<file path="config.mk">
export PLATFORM = sky130hd
export DESIGN_NAME = pfde_queue
export DESIGN_NICKNAME = d
export VERILOG_FILES = /design/src/sv/pfde_pkg.sv /design/src/sv/pfde_queue.sv
export SDC_FILE = /design/constraint.sdc
export NUM_CORES = 1
export LEC_CHECK = 0
export BUFFER_PORTS_ARGS = -buffer_cell sky130_fd_sc_hd__buf_2
export CAP_MARGIN = 20
export CORE_MARGIN = 8
export CORE_UTILIZATION = 56
export DETAILED_ROUTE_END_ITERATION = 12
export HOLD_SLACK_MARGIN = 0.05
export PLACE_DENSITY = 0.84
export SKIP_CTS_REPAIR_TIMING = 1
export SKIP_LAST_GASP = 1
export SYNTH_ARGS = -nofsm -noshare
export SYNTH_HDL_FRONTEND = slang
export SYNTH_SLANG_ARGS = --single-unit
</file>
<file path="constraint.sdc">
create_clock -name clock -period 6.5 [get_ports clock]
set_input_delay 0.65 -clock clock [delete_from_list [all_inputs] [get_ports clock]]
set_output_delay 0.65 -clock clock [all_outputs]
set_load 0.05 [all_outputs]
</file>
<file path="src/sv/pfde_pkg.sv">
`timescale 1ns / 1ps
// ----------------------------------------------------------------------------
// pfde_pkg
// Shared sizes, codes and types of the page framebuffer draw engine.
// ----------------------------------------------------------------------------
package pfde_pkg;

   // Screen size in pixels
   localparam int WIDTH       = 128;
   localparam int HEIGHT      = 64;
   localparam int PAGE_COUNT  = (HEIGHT + 7) / 8;
   localparam int STORE_BYTES = PAGE_COUNT * WIDTH;
   localparam int ADDR_W      = $clog2(STORE_BYTES);

   // Command queue between front and back
   localparam int QUEUE_DEPTH = 2;
   localparam int QPTR_W      = $clog2(QUEUE_DEPTH);
   localparam int QCNT_W      = $clog2(QUEUE_DEPTH + 1);

   // Stream widths
   localparam int REQ_TDATA_W = 56;
   localparam int RSP_TDATA_W = 8;

   // Request kinds as they arrive on tuser
   typedef enum logic [1:0] {
      KIND_PIXEL = 2'd0,
      KIND_FILL  = 2'd1,
      KIND_RECT  = 2'd2,
      KIND_READ  = 2'd3
   } kind_type;

   // Classified operation, as queued for the back end
   typedef enum logic [2:0] {
      OP_PIXEL,
      OP_FILL,
      OP_RECT,
      OP_READ,
      OP_REJECT,
      OP_NOP
   } op_type;

   typedef struct packed {
      op_type                  op;
      logic [7:0]              row;
      logic [7:0]              col;
      logic [7:0]              row_end;
      logic [7:0]              col_end;
      logic [7:0]              thickness;
      logic                    color;
      logic [ADDR_W-1:0]       addr;
   } cmd_type;

   // Back-end sequencer states
   typedef enum logic [3:0] {
      ST_CLEAR,
      ST_IDLE,
      ST_PIX_RD,
      ST_PIX_WR,
      ST_FILL,
      ST_RING,
      ST_RECT_RD,
      ST_RECT_WR,
      ST_READ,
      ST_DONE
   } state_type;

   // Store byte holding pixel (r, c): page times width plus column
   function automatic logic [ADDR_W-1:0] byte_index(input logic [7:0] r, input logic [7:0] c);
      logic [17:0] full;
      full = 18'(r[7:3]) * 18'(WIDTH) + 18'(c);
      return full[ADDR_W-1:0];
   endfunction

endpackage

</file>
<file path="src/sv/pfde_queue.sv">
`timescale 1ns / 1ps
// ----------------------------------------------------------------------------
// pfde_queue
// Short command queue between the front and back ends.
// ----------------------------------------------------------------------------
module pfde_queue (
   input  logic              clock,
   input  logic              reset,
   input  logic              push,
   input  pfde_pkg::cmd_type push_cmd,
   output logic              full,
   input  logic              pop,
   output logic              head_valid,
   output pfde_pkg::cmd_type head_cmd
);
   import pfde_pkg::*;

   cmd_type           entry_ff [QUEUE_DEPTH];
   logic [QPTR_W-1:0] wr_ptr_ff;
   logic [QPTR_W-1:0] wr_ptr_in;
   logic [QPTR_W-1:0] rd_ptr_ff;
   logic [QPTR_W-1:0] rd_ptr_in;
   logic [QCNT_W-1:0] count_ff;
   logic [QCNT_W-1:0] count_in;

   assign full       = count_ff == QCNT_W'(QUEUE_DEPTH);
   assign head_valid = count_ff != '0;
   assign head_cmd   = entry_ff[rd_ptr_ff];

   // pointer and fill count update
   always_comb begin
      wr_ptr_in = push ? wr_ptr_ff + 1'b1 : wr_ptr_ff;
      rd_ptr_in = pop  ? rd_ptr_ff + 1'b1 : rd_ptr_ff;
      count_in  = count_ff + QCNT_W'(push) - QCNT_W'(pop);
   end

   always_ff @(posedge clock) begin
      if (reset) begin
         wr_ptr_ff <= '0;
         rd_ptr_ff <= '0;
         count_ff  <= '0;
      end else begin
         wr_ptr_ff <= wr_ptr_in;
         rd_ptr_ff <= rd_ptr_in;
         count_ff  <= count_in;
      end
   end

   // payload
   always_ff @(posedge clock) begin
      if (push)
         entry_ff[wr_ptr_ff] <= push_cmd;
   end

   a_no_overflow: assert property (@(posedge clock) disable iff (reset)
      push |-> !full || pop)
      else $error("command queue overflow");

   a_no_underflow: assert property (@(posedge clock) disable iff (reset)
      pop |-> head_valid)
      else $error("command queue underflow");

endmodule

</file>
* Yosys cells after proc, flatten, opt, wreduce, memory -nomap -nowiden
Memory sizes are Yosys's and may differ from the RTL's. A register that Yosys moved wholly into a read port is not among the register bits.
Cells that the tools add are included.
** Operators by class
- $add $sub $neg :: 4
- $mul :: 0
- Divide/modulo/power cells :: 0
- Magnitude comparators :: 0
- Eq/ne operators :: 1
- Shifts and indexed selects :: 0
- Multiplexer cells :: 4
- Bitwise logic cells :: 0
- Reductions and logical operators :: 1
** Operators by type and width (count)
- 2-to-1 mux 1 bit :: 4
- adder 1 bit, second input constant :: 2
- adder 2 x 1 -> 2 bit :: 1
- equality test 2 bit, second input constant :: 1
- nonzero test 2 bit :: 1
- subtractor 2 x 1 -> 2 bit :: 1
** Word-level totals
- Flip-flop bits (word level) :: 4
- Latch bits :: 0
- RAM bits :: 108
- Memory bits (read-only) :: 0
- Input bits :: 58
- Output and inout bits :: 56
- Word-level logic and storage cells :: 14
- Memories :: 1
** Memory list
- entry_ff :: depth 2, bits a word 54, rd ports 1, clocked after memory_dff 1, wr ports 1, line pfde_queue.sv:18 : cmd_type entry_ff [QUEUE_DEPTH];

* Logic depth before layout (Yosys ltp)
- Depth after elaboration :: 3
- Mapped depth :: 6
- Depth with buffers taken out :: 6

* Least setup slack after synthesis
OpenSTA, ideal clock, no wires.
- Path kind :: input to register
- Start :: in push
- End :: mem entry_ff[0][0] (netlist name), enable pin
- Library setup time :: 472 ps
- Arrival :: 3037 ps
- Data required time :: 6028 ps
- Slack :: 2990 ps
- Stages on the path :: 1
- Path buffers :: 0
- Cell sequence :: nor2b_1
** Between the ends
- Longest elaborated chain between the ends :: 2
** RTL lines
- start, declared :: line pfde_queue.sv:9 : input logic push,
- 2-to-1 mux 1 bit :: line pfde_queue.sv:51 : if (push)
- 2-to-1 mux 1 bit (not written as such) :: line pfde_queue.sv:52 : entry_ff[wr_ptr_ff] <= push_cmd;
- end, declared :: line pfde_queue.sv:18
Every way passes these cells.

==> out/results.ini <==
[clocking]
htreeDepth=4
cts_sinks=113
tritoncts=yes
clk_latency_ns=0.49
cts_root_buf=clkbuf_8
cts_made_buffers=17
clk_pin_slew_ns=0.06
cts.path.max_buffers=2

[setup_path]
reg2reg_to=entry_ff[1][38]
cp.depth=2
worst_setup_path_endpoint=head_cmd[43]
r2r-start=wr_ptr_ff
worst_path_max_delay_cell=dfxtp_4
path_buf_inv=1
crit_chain=mux2_2, buf_2
critPathMaxStageDelay_ns=0.98
worstPathArrival_ns=2.15
cp_max_fo=54
critPathKind=register to primary output
cp-end-kind=primary output
start_kind=register
rrSetupSlack_ns=4.69
worstPathRequired_ns=5.85
r2r_cells=2
crit_family=flip-flops

[placement]
port_buffers=113
gp_congestion=0.700

[synthesis]
synth_area_leader_cell=edfxtp_1
synth_area_leaders=edfxtp_1 (74%), mux2_4 (17%), buf_12 (2.3%)
ys_ff_latch=113
syn_inst=189
synth_area_per_cell_um2=23.1
synth_area_um2=4370
yosys_warnings=0
synth.yosys.seq_area_share_pct=76.5
syn-num-nets=249
yosysTopAreaCellShare_pct=74.2
synth_cell_types=14

[floorplanning]
fp.dieH_um=104
dieArea_um2=10900
num_rows=32
core_area_um2=7650
fp.dieW_um=104
initial_core_util_pct=57.1
pin_count=114

[global_routing]
grt_pass1_vias=2390
grtUsageTotal_pct=14.3
grt_max_degree=55
grt_overflow=0
grt_first_pass_wirelength_um=11800
antenna_found_initial=0

[sta]
max_clock_freq_ghz=0.358
tightest_slew_ns=0.977
max_slew_margin_pct=34.9
rsz0062_at_grt=no
setup-tns-final_ns=0
slew_violations=0
finClkSkew_ns=0.00413
finalCritPeriodShare_pct=43.0
final_hold_viol_count=0
setup_viol=0
whs_ns=0.345
min_period_ns=2.80

[layout]
diodes=0
layout_common_cells=buf_2 (113), edfxtp_1 (108), mux2_4 (50)
syn2layout_area_growth_pct=26.7
drive_above_1_share_pct=61.7
finalNetCount=377
layout_commonest_cell=buf_2

[route]
drt_iter0_markers=113
final_antenna_net_count=0
via_per_inst=4.93
drc=0
wl_per_cell_um=17.7
drt-total-wl_um=7630
num_vias=2123
dr.pass1.iters=4

[power]
total_leakage_power_uw=0.00223
power_density_nw_per_um2=370
vdd_drop_max_uv=212

[flow_run]
drv_cap=0

[worst_hold_path]
min_path_type=primary input to register
min_from=push_cmd[40]

[outcome]
run_status=completed

[cell families after synthesis]
family / share of synthesized area [%]
AND/OR/NAND/NOR: 1.06
buffers and inverters: 2.72
flip-flops: 76.5
adder cells (fa/ha/maj): 0.573
multiplexers: 18.2
XOR/XNOR: 0.916
[synth_stat cells]
cell type and n:
dfxtp_1 5, buf_12 5, xnor3_1 1, mux2_4 50
inv_1 2, edfxtp_1 108, nor2_1 4, xnor2_1 2
buf_6 1, and2_1 1, or2_2 1, ha_1 2
mux2_2 4, nor2b_1 3
[sequential cells by signal, indices dropped and copies added (netlist names), named ones only]
name and count:
count_ff 2, entry_ff 108, rd_ptr_ff 1, wr_ptr_ff 1
[worst reg2reg max path, cell delays in order, from the launching register on]
cell and delay [ns]:
dfxtp_1 0.40, and2_2 0.52, buf_4 0.50
[per-stage QoR]
stage | setup slack [ns] | total power [uW] | area (um^2) | std cells | util (%)
3_3_place_gp | 4.20 | 1210 | 4980 | 400 | 65.1
2_1_floorplan | 2.99 | 1150 | 4370 | 189 | -
4_1_cts | 3.66 | 2070 | 5540 | 431 | 72.4
6_report | 3.70 | 2050 | 5540 | 431 | 72.4
3_5_place_dp | 4.20 | 1220 | 4980 | 400 | 65.1
5_1_grt | 3.59 | 2120 | 5540 | 431 | 72.4
[where the power goes]
group / leakage [uW] / switching, uW / total [uW] / internal [uW]
logic: 0.000913 / 206 / 317 / 110
clock network: 0.000263 / 308 / 851 / 542
registers: 0.00106 / 30.7 / 881 / 851
total: 0.00223 / 545 / 2050 / 1500
[how the worst min path moves through the flow]
stage / endpoint / slack [ns] / depth (start not counted)
finish: entry_ff[0][40] / 0.35 / 1
detailed placement: register / 0.51 / 2
CTS: entry_ff[1][32] / 0.31 / 1
global route: entry_ff[1][27] / 0.31 / 1
floorplan: register / 0.48 / 2
global placement: register / 0.49 / 2
[final cells by class]
type                    count  area (um^2)
clock buffers              18          418
clock inverters            13          140
fillers                   481         2110
inverters                   2         7.51
multi-input cells          68          916
flip-flops and latches    113         3350
well taps                 102          128
repair buffers            115          581
[layer usage]
layer / track usage, % / vias to the layer above / part of all wire (%)
met1: 15.7 / 1034 / 41
met5: 0 / - / 0
met2: 22.5 / 82 / 50
li1: - / 996 / -
met3: 7.87 / 11 / 7.7
met4: 5.69 / 0 / 1.3
Note: power is estimated with default switching activity, not from simulation.
