`src/sv/pfde_pkg.sv`:
```
`timescale 1ns / 1ps
// ----------------------------------------------------------------------------
// pfde_pkg
// Shared sizes, codes and types of the page framebuffer draw engine.
// ----------------------------------------------------------------------------
package pfde_pkg;

   // Screen size in pixels
   localparam int WIDTH       = 128;
   localparam int HEIGHT      = 64;
   localparam int PAGE_COUNT  = (HEIGHT + 7) / 8;
   localparam int STORE_BYTES = PAGE_COUNT * WIDTH;
   localparam int ADDR_W      = $clog2(STORE_BYTES);

   // Command queue between front and back
   localparam int QUEUE_DEPTH = 2;
   localparam int QPTR_W      = $clog2(QUEUE_DEPTH);
   localparam int QCNT_W      = $clog2(QUEUE_DEPTH + 1);

   // Stream widths
   localparam int REQ_TDATA_W = 56;
   localparam int RSP_TDATA_W = 8;

   // Request kinds as they arrive on tuser
   typedef enum logic [1:0] {
      KIND_PIXEL = 2'd0,
      KIND_FILL  = 2'd1,
      KIND_RECT  = 2'd2,
      KIND_READ  = 2'd3
   } kind_type;

   // Classified operation, as queued for the back end
   typedef enum logic [2:0] {
      OP_PIXEL,
      OP_FILL,
      OP_RECT,
      OP_READ,
      OP_REJECT,
      OP_NOP
   } op_type;

   typedef struct packed {
      op_type                  op;
      logic [7:0]              row;
      logic [7:0]              col;
      logic [7:0]              row_end;
      logic [7:0]              col_end;
      logic [7:0]              thickness;
      logic                    color;
      logic [ADDR_W-1:0]       addr;
   } cmd_type;

   // Back-end sequencer states
   typedef enum logic [3:0] {
      ST_CLEAR,
      ST_IDLE,
      ST_PIX_RD,
      ST_PIX_WR,
      ST_FILL,
      ST_RING,
      ST_RECT_RD,
      ST_RECT_WR,
      ST_READ,
      ST_DONE
   } state_type;

   // Store byte holding pixel (r, c): page times width plus column
   function automatic logic [ADDR_W-1:0] byte_index(input logic [7:0] r, input logic [7:0] c);
      logic [17:0] full;
      full = 18'(r[7:3]) * 18'(WIDTH) + 18'(c);
      return full[ADDR_W-1:0];
   endfunction

endpackage

```
`src/sv/pfde_front.sv`:
```
`timescale 1ns / 1ps
// ----------------------------------------------------------------------------
// pfde_front
// Takes request words, checks their arguments and queues a classified command.
// ----------------------------------------------------------------------------
module pfde_front (
   input  logic                            req_tvalid,
   output logic                            req_tready,
   input  logic [1:0]                      req_tuser,   // kind
   input  logic [pfde_pkg::REQ_TDATA_W-1:0] req_tdata,  // row, col, row_end, col_end,
                                                         // thickness, color, byte_addr
   input  logic                            clearing,
   input  logic                            q_full,
   output logic                            q_push,
   output pfde_pkg::cmd_type               q_cmd
);
   import pfde_pkg::*;

   logic [7:0] row;
   logic [7:0] col;
   logic [7:0] row_end;
   logic [7:0] col_end;
   logic [7:0] thickness;
   logic       color;
   logic [9:0] byte_addr;
   logic       row_bad;
   logic       col_bad;
   logic       row_end_bad;
   logic       col_end_bad;
   logic       addr_bad;
   op_type     op;

   // field unpacking
   assign row       = req_tdata[7:0];
   assign col       = req_tdata[15:8];
   assign row_end   = req_tdata[23:16];
   assign col_end   = req_tdata[31:24];
   assign thickness = req_tdata[39:32];
   assign color     = req_tdata[40];
   assign byte_addr = req_tdata[50:41];

   // range checks
   assign row_bad     = {1'b0, row} >= 9'(HEIGHT);
   assign col_bad     = {1'b0, col} >= 9'(WIDTH);
   assign row_end_bad = {1'b0, row_end} >= 9'(HEIGHT);
   assign col_end_bad = {1'b0, col_end} >= 9'(WIDTH);
   assign addr_bad    = 14'(byte_addr) >= 14'(STORE_BYTES);

   // classify
   always_comb begin
      unique case (kind_type'(req_tuser))
         KIND_PIXEL: op = (row_bad || col_bad) ? OP_REJECT : OP_PIXEL;
         KIND_FILL:  op = OP_FILL;
         KIND_RECT: begin
            if (thickness == 8'd0)
               op = OP_NOP;
            else if (row_bad || col_bad || row_end_bad || col_end_bad ||
                     row > row_end || col > col_end)
               op = OP_REJECT;
            else
               op = OP_RECT;
         end
         KIND_READ:  op = addr_bad ? OP_REJECT : OP_READ;
         default:    op = OP_REJECT;
      endcase
   end

   assign q_cmd.op        = op;
   assign q_cmd.row       = row;
   assign q_cmd.col       = col;
   assign q_cmd.row_end   = row_end;
   assign q_cmd.col_end   = col_end;
   assign q_cmd.thickness = thickness;
   assign q_cmd.color     = color;
   assign q_cmd.addr      = ADDR_W'(byte_addr);

   // no words taken while the store is being cleared
   assign req_tready = !q_full && !clearing;
   assign q_push     = req_tvalid && req_tready;

endmodule

```
`config.mk`:
```
export PLATFORM = sky130hd
export DESIGN_NAME = pfde_front
export DESIGN_NICKNAME = d
export VERILOG_FILES = /design/src/sv/pfde_pkg.sv /design/src/sv/pfde_front.sv
export SDC_FILE = /design/constraint.sdc
export NUM_CORES = 1
export LEC_CHECK = 0
export BUFFER_PORTS_ARGS = -buffer_cell sky130_fd_sc_hd__buf_2
export CORE_MARGIN = 2
export CORE_UTILIZATION = 37
export DETAILED_ROUTE_END_ITERATION = 8
export GPL_TIMING_DRIVEN = 0
export PLACE_DENSITY = 0.95
export SLEW_MARGIN = 25
export SYNTH_ARGS = -nofsm -noshare
export SYNTH_HDL_FRONTEND = slang
export SYNTH_SLANG_ARGS = --single-unit
export TNS_END_PERCENT = 20
```
`constraint.sdc`:
```
create_clock -name vclk -period 2.07
set_input_delay 0 -clock vclk [all_inputs]
set_output_delay 0 -clock vclk [all_outputs]
set_load 0.05 [all_outputs]
```
# ---- After elaboration in Yosys (flattened, before gate mapping)
# Cells that the tools add are included.
dict set report classes {
  n_eq_ne 3
  multipliers 0
  reduce_logical 11
  bitwise_logic 0
  n_mux 4
  n_shift 0
  add_sub_neg 0
  n_div 0
  n_lt_le_gt_ge 6
}
# operator count
set op_table {}
lappend op_table {{8-bit by 7-bit >= comparator with 1-bit output, second input constant} 2}
lappend op_table {{8-bit >= comparator, second input constant} 2}
lappend op_table {{8-bit greater-than comparator} 2}
lappend op_table {{3-bit one-hot mux with 4 select lines} 1}
lappend op_table {{3-bit 2-to-1 mux} 3}
lappend op_table {{8-bit zero test} 1}
lappend op_table {{1-bit logical OR} 5}
lappend op_table {{2-bit == test, second input constant} 2}
lappend op_table {{2-bit by 1-bit == test with 1-bit output, second input constant} 1}
lappend op_table {{1-bit logical AND} 2}
lappend op_table {{1-bit zero test} 2}
lappend op_table {{2-bit zero test} 1}
dict set report word_totals {
  wordCells 24
  ramBits 0
  mem_count 0
  latch_bits 0
  reg_bits 0
  romBits 0
}

# ---- Logic depth before layout (Yosys ltp)
dict set report logic_depth {
  ltp_word 9
  ltp_mapped 7
}

# ---- Least setup slack after synthesis
# No wires, ideal clock.
dict set report synth_path {
  path_type {in2out}
  from {input req_tdata[19] (netlist name)}
  to {output q_cmd[53] (netlist name)}
  t_arrival_ns 1.557
  path_slack_ns 0.513
  stages 6
  path_cell_list {inv_1 > ha_1 > and4_1 > a211oi_2 > a211oi_2 > a21oi_1}
}
# element line
set synth_rtl {}
lappend synth_rtl {{start: declaration} pfde_front.sv:10} ;# input logic [pfde_pkg::REQ_TDATA_W-1:0] req_tdata,
lappend synth_rtl {{end: declaration} pfde_front.sv:15} ;# output pfde_pkg::cmd_type q_cmd

==> qor.json <==
{
  "status": {
    "run_status": "complete, no violations"
  },
  "global_route": {
    "overflow": 0,
    "grt_pass1_wl_um": 2967,
    "antenna_found_initial": 0,
    "grtUsageTotal": 0.1310,
    "grt_start_max_net_pins": 5,
    "first_global_vias": 819
  },
  "run": {
    "maxcap_violations": 0
  },
  "routing": {
    "drc_errors": 0,
    "wire_per_inst_um": 8.804,
    "antenna_violating_nets_post_route": 0,
    "detail_route.vias_per_cell": 4.296,
    "first_iter_violations": 8,
    "drt-pass1-iter-count": 4,
    "route.vias.total": 1074,
    "routed_wire_length_um": 2201
  },
  "setup_path": {
    "crit_buf_inv": 3,
    "crit_path_dat_ns": 1.42,
    "critical_path_required_ns": 2.07,
    "worst-setup-path-type": "in -> out",
    "crit_path_frequent_cell": "sky130_fd_sc_hd__buf_2",
    "cp_cell_sequence": "buf_2 -> inv_1 -> ha_1 -> nand4_1 -> nand2b_1 -> a211oi_2 -> a22o_1 -> buf_2",
    "slowest_stage": "sky130_fd_sc_hd__ha_1",
    "crit_path_start_kind": "input port",
    "cp_top_family": "buffers and inverters",
    "cp_slowest_stage_delay_ns": 0.30,
    "crit_path_max_fanout": 3,
    "endpoint_kind": "primary output"
  },
  "timing": {
    "finalMaxSlewViolations": 0,
    "final-hold-violation-count": 0,
    "worst_slew_pin_slew_ns": 0.2814,
    "final_clock_period_utilization_by_the_worst_path": 0.6860,
    "max_slew_headroom": 0.8109,
    "fin_tns_setup_ns": 0,
    "setup_repair_after_global_routing_missed_its_margin": "no",
    "finalWorstPathRequiredPeriod_ns": 1.420,
    "fmax_mhz": 704.2,
    "layout_setup_ws_ns": 0.6500,
    "timing.final.setup_violations": 0
  },
  "yosys": {
    "synth_cells": 119,
    "syn_avg_cell_area_um2": 7.739,
    "synth_cell_types": 22,
    "synth.cell_area_um2": 920.9,
    "mappedNetlistNets": 196,
    "yosys_warnings": 0,
    "synth_sequential_area_ratio": 0
  },
  "pwr": {
    "switching_share": 0.6403,
    "ir_drop_uv": 224.4,
    "totalPowerFinal_uw": 473.5,
    "register_share_of_total_power": 0,
    "pwr_cell_area_nw_per_um2": 323.5,
    "power.static_leakage_nw": 0.9304,
    "p_sw_uw": 303.2,
    "power.clock.fraction": 0,
    "cellInternalPower_uw": 170.3,
    "power.combinational.fraction": 1.000
  },
  "die": {
    "core.rowCount": 18,
    "design.core.area_um2": 2410,
    "die-width_um": 53.89,
    "chip_height_um": 53.89,
    "floorplan.io_pins": 117,
    "die_area_um2": 2904,
    "initial_core_util": 0.3821
  },
  "placed_design": {
    "post-place-ws_ns": 0.6446,
    "globalplace.congestion": 0.7201,
    "dpl_cell_area_um2": 1464,
    "dp_cells": 250,
    "detailedPlacementHpwl_um": 2171,
    "place.port_buffers": 101
  },
  "min_path": {
    "hold_path_class": "in -> out",
    "worstHoldStart": "req_tdata[40]",
    "timing.hold.worst_endpoint": "q_cmd[10]",
    "hold_depth": 2
  },
  "cells_and_area": {
    "areaGrowthSynthToFinish_pct": 58.97,
    "layout.nets": 299,
    "nFillCells": 228,
    "antenna_cells": 0,
    "clkbuf_count": 0,
    "seqCellArea_um2": 0,
    "final_cell_area_um2": 1464,
    "drive_gt1_frac": 0.7364,
    "layout.sequential_cells": 0,
    "layout.cells.non_filler": 250
  },
  "clocking": {
    "post_cts_buffers": 0,
    "post_cts_hold_buffer_count": 0,
    "cts_resized": 0
  }
}
[placed cells by master (no fill, tap or decap), drive strengths merged]
master  instances
inv            17
nand2           3
nor3            1
and4            1
nor2b           2
a22o            1
a211oi          2
ha             16
nor4b           1
a21oi           7
o21ai           1
buf           152
nor2            1
o32ai           1
nand3           3
a21boi          1
nor4            2
nand4           3
nand2b          1
o41ai           1
and2            1
o211ai          2
[how the worst max path moves through the flow]
stage                   from        end  slack (ns)  cells after the start
6_report       req_tdata[23]  q_cmd[52]        0.65                      8
5_1_grt        req_tdata[23]  q_cmd[52]        0.56                      8
4_1_cts        req_tdata[23]  q_cmd[52]        0.63                      8
3_5_place_dp   req_tdata[23]  q_cmd[52]        0.64                      8
3_3_place_gp   req_tdata[23]  q_cmd[52]        0.65                      8
2_1_floorplan  req_tdata[19]  q_cmd[53]        0.51                      6
[power groups by stage]
stage / sequential [mW] / clock, mW / combinational, mW
2_1_floorplan: 0 / 0 / 0.358
3_3_place_gp: 0 / 0 / 0.470
3_5_place_dp: 0 / 0 / 0.476
4_1_cts: 0 / 0 / 0.478
5_1_grt: 0 / 0 / 0.506
6_report: 0 / 0 / 0.474
[through the flow]
stage / util / hold slack (ns)
after floorplan: - / 0.1671
after global placement: 0.6075 / 0.3017
after detailed placement: 0.6075 / 0.3027
after CTS: 0.6075 / 0.3025
after global routing: 0.6075 / 0.3034
final: 0.6075 / 0.3020
[routing by layer]
metal	wire, µm	vias up	share of wire	global-route usage
met5	0	-	0	0
met4	16	0	0.0073	0.008547
met3	249	2	0.11	0.01667
met2	1151	62	0.52	0.2724
met1	784	457	0.36	0.1419
li1	-	553	-	-
[cells by family (layout without fill, tap and decap cells)]
family	Yosys count	count (layout)	synth area share
buffers and inverters	68	169	0.4851
AOI/OAI and AO/OA	16	16	0.1427
adders and majority gates	16	16	0.2174
and+or+nand+nor	19	19	0.1549
[synth_stat cells (2+ instances only)]
library cell / instances / area (µm²)
sky130_fd_sc_hd__o211ai_2: 2 / 25.02
sky130_fd_sc_hd__ha_1: 16 / 200.2
sky130_fd_sc_hd__nor2b_4: 2 / 27.53
sky130_fd_sc_hd__inv_1: 17 / 63.81
sky130_fd_sc_hd__a211oi_2: 2 / 25.02
sky130_fd_sc_hd__a21oi_1: 7 / 35.03
sky130_fd_sc_hd__nand2_1: 3 / 11.26
sky130_fd_sc_hd__nor4_2: 2 / 25.02
sky130_fd_sc_hd__nand4_1: 3 / 18.77
sky130_fd_sc_hd__buf_4: 51 / 382.9
sky130_fd_sc_hd__nand3_1: 3 / 15.01
[cell type report]
type,instances,area [µm²],share of cell area
timing repair buffer,101,505.5,0.3453
multi-input combinational,51,474.2,0.3239
buffer,51,382.9,0.2615
inverter,17,63.81,0.04359
tap,30,37.54,0.02564
Note: power is estimated with default switching activity, not from simulation.
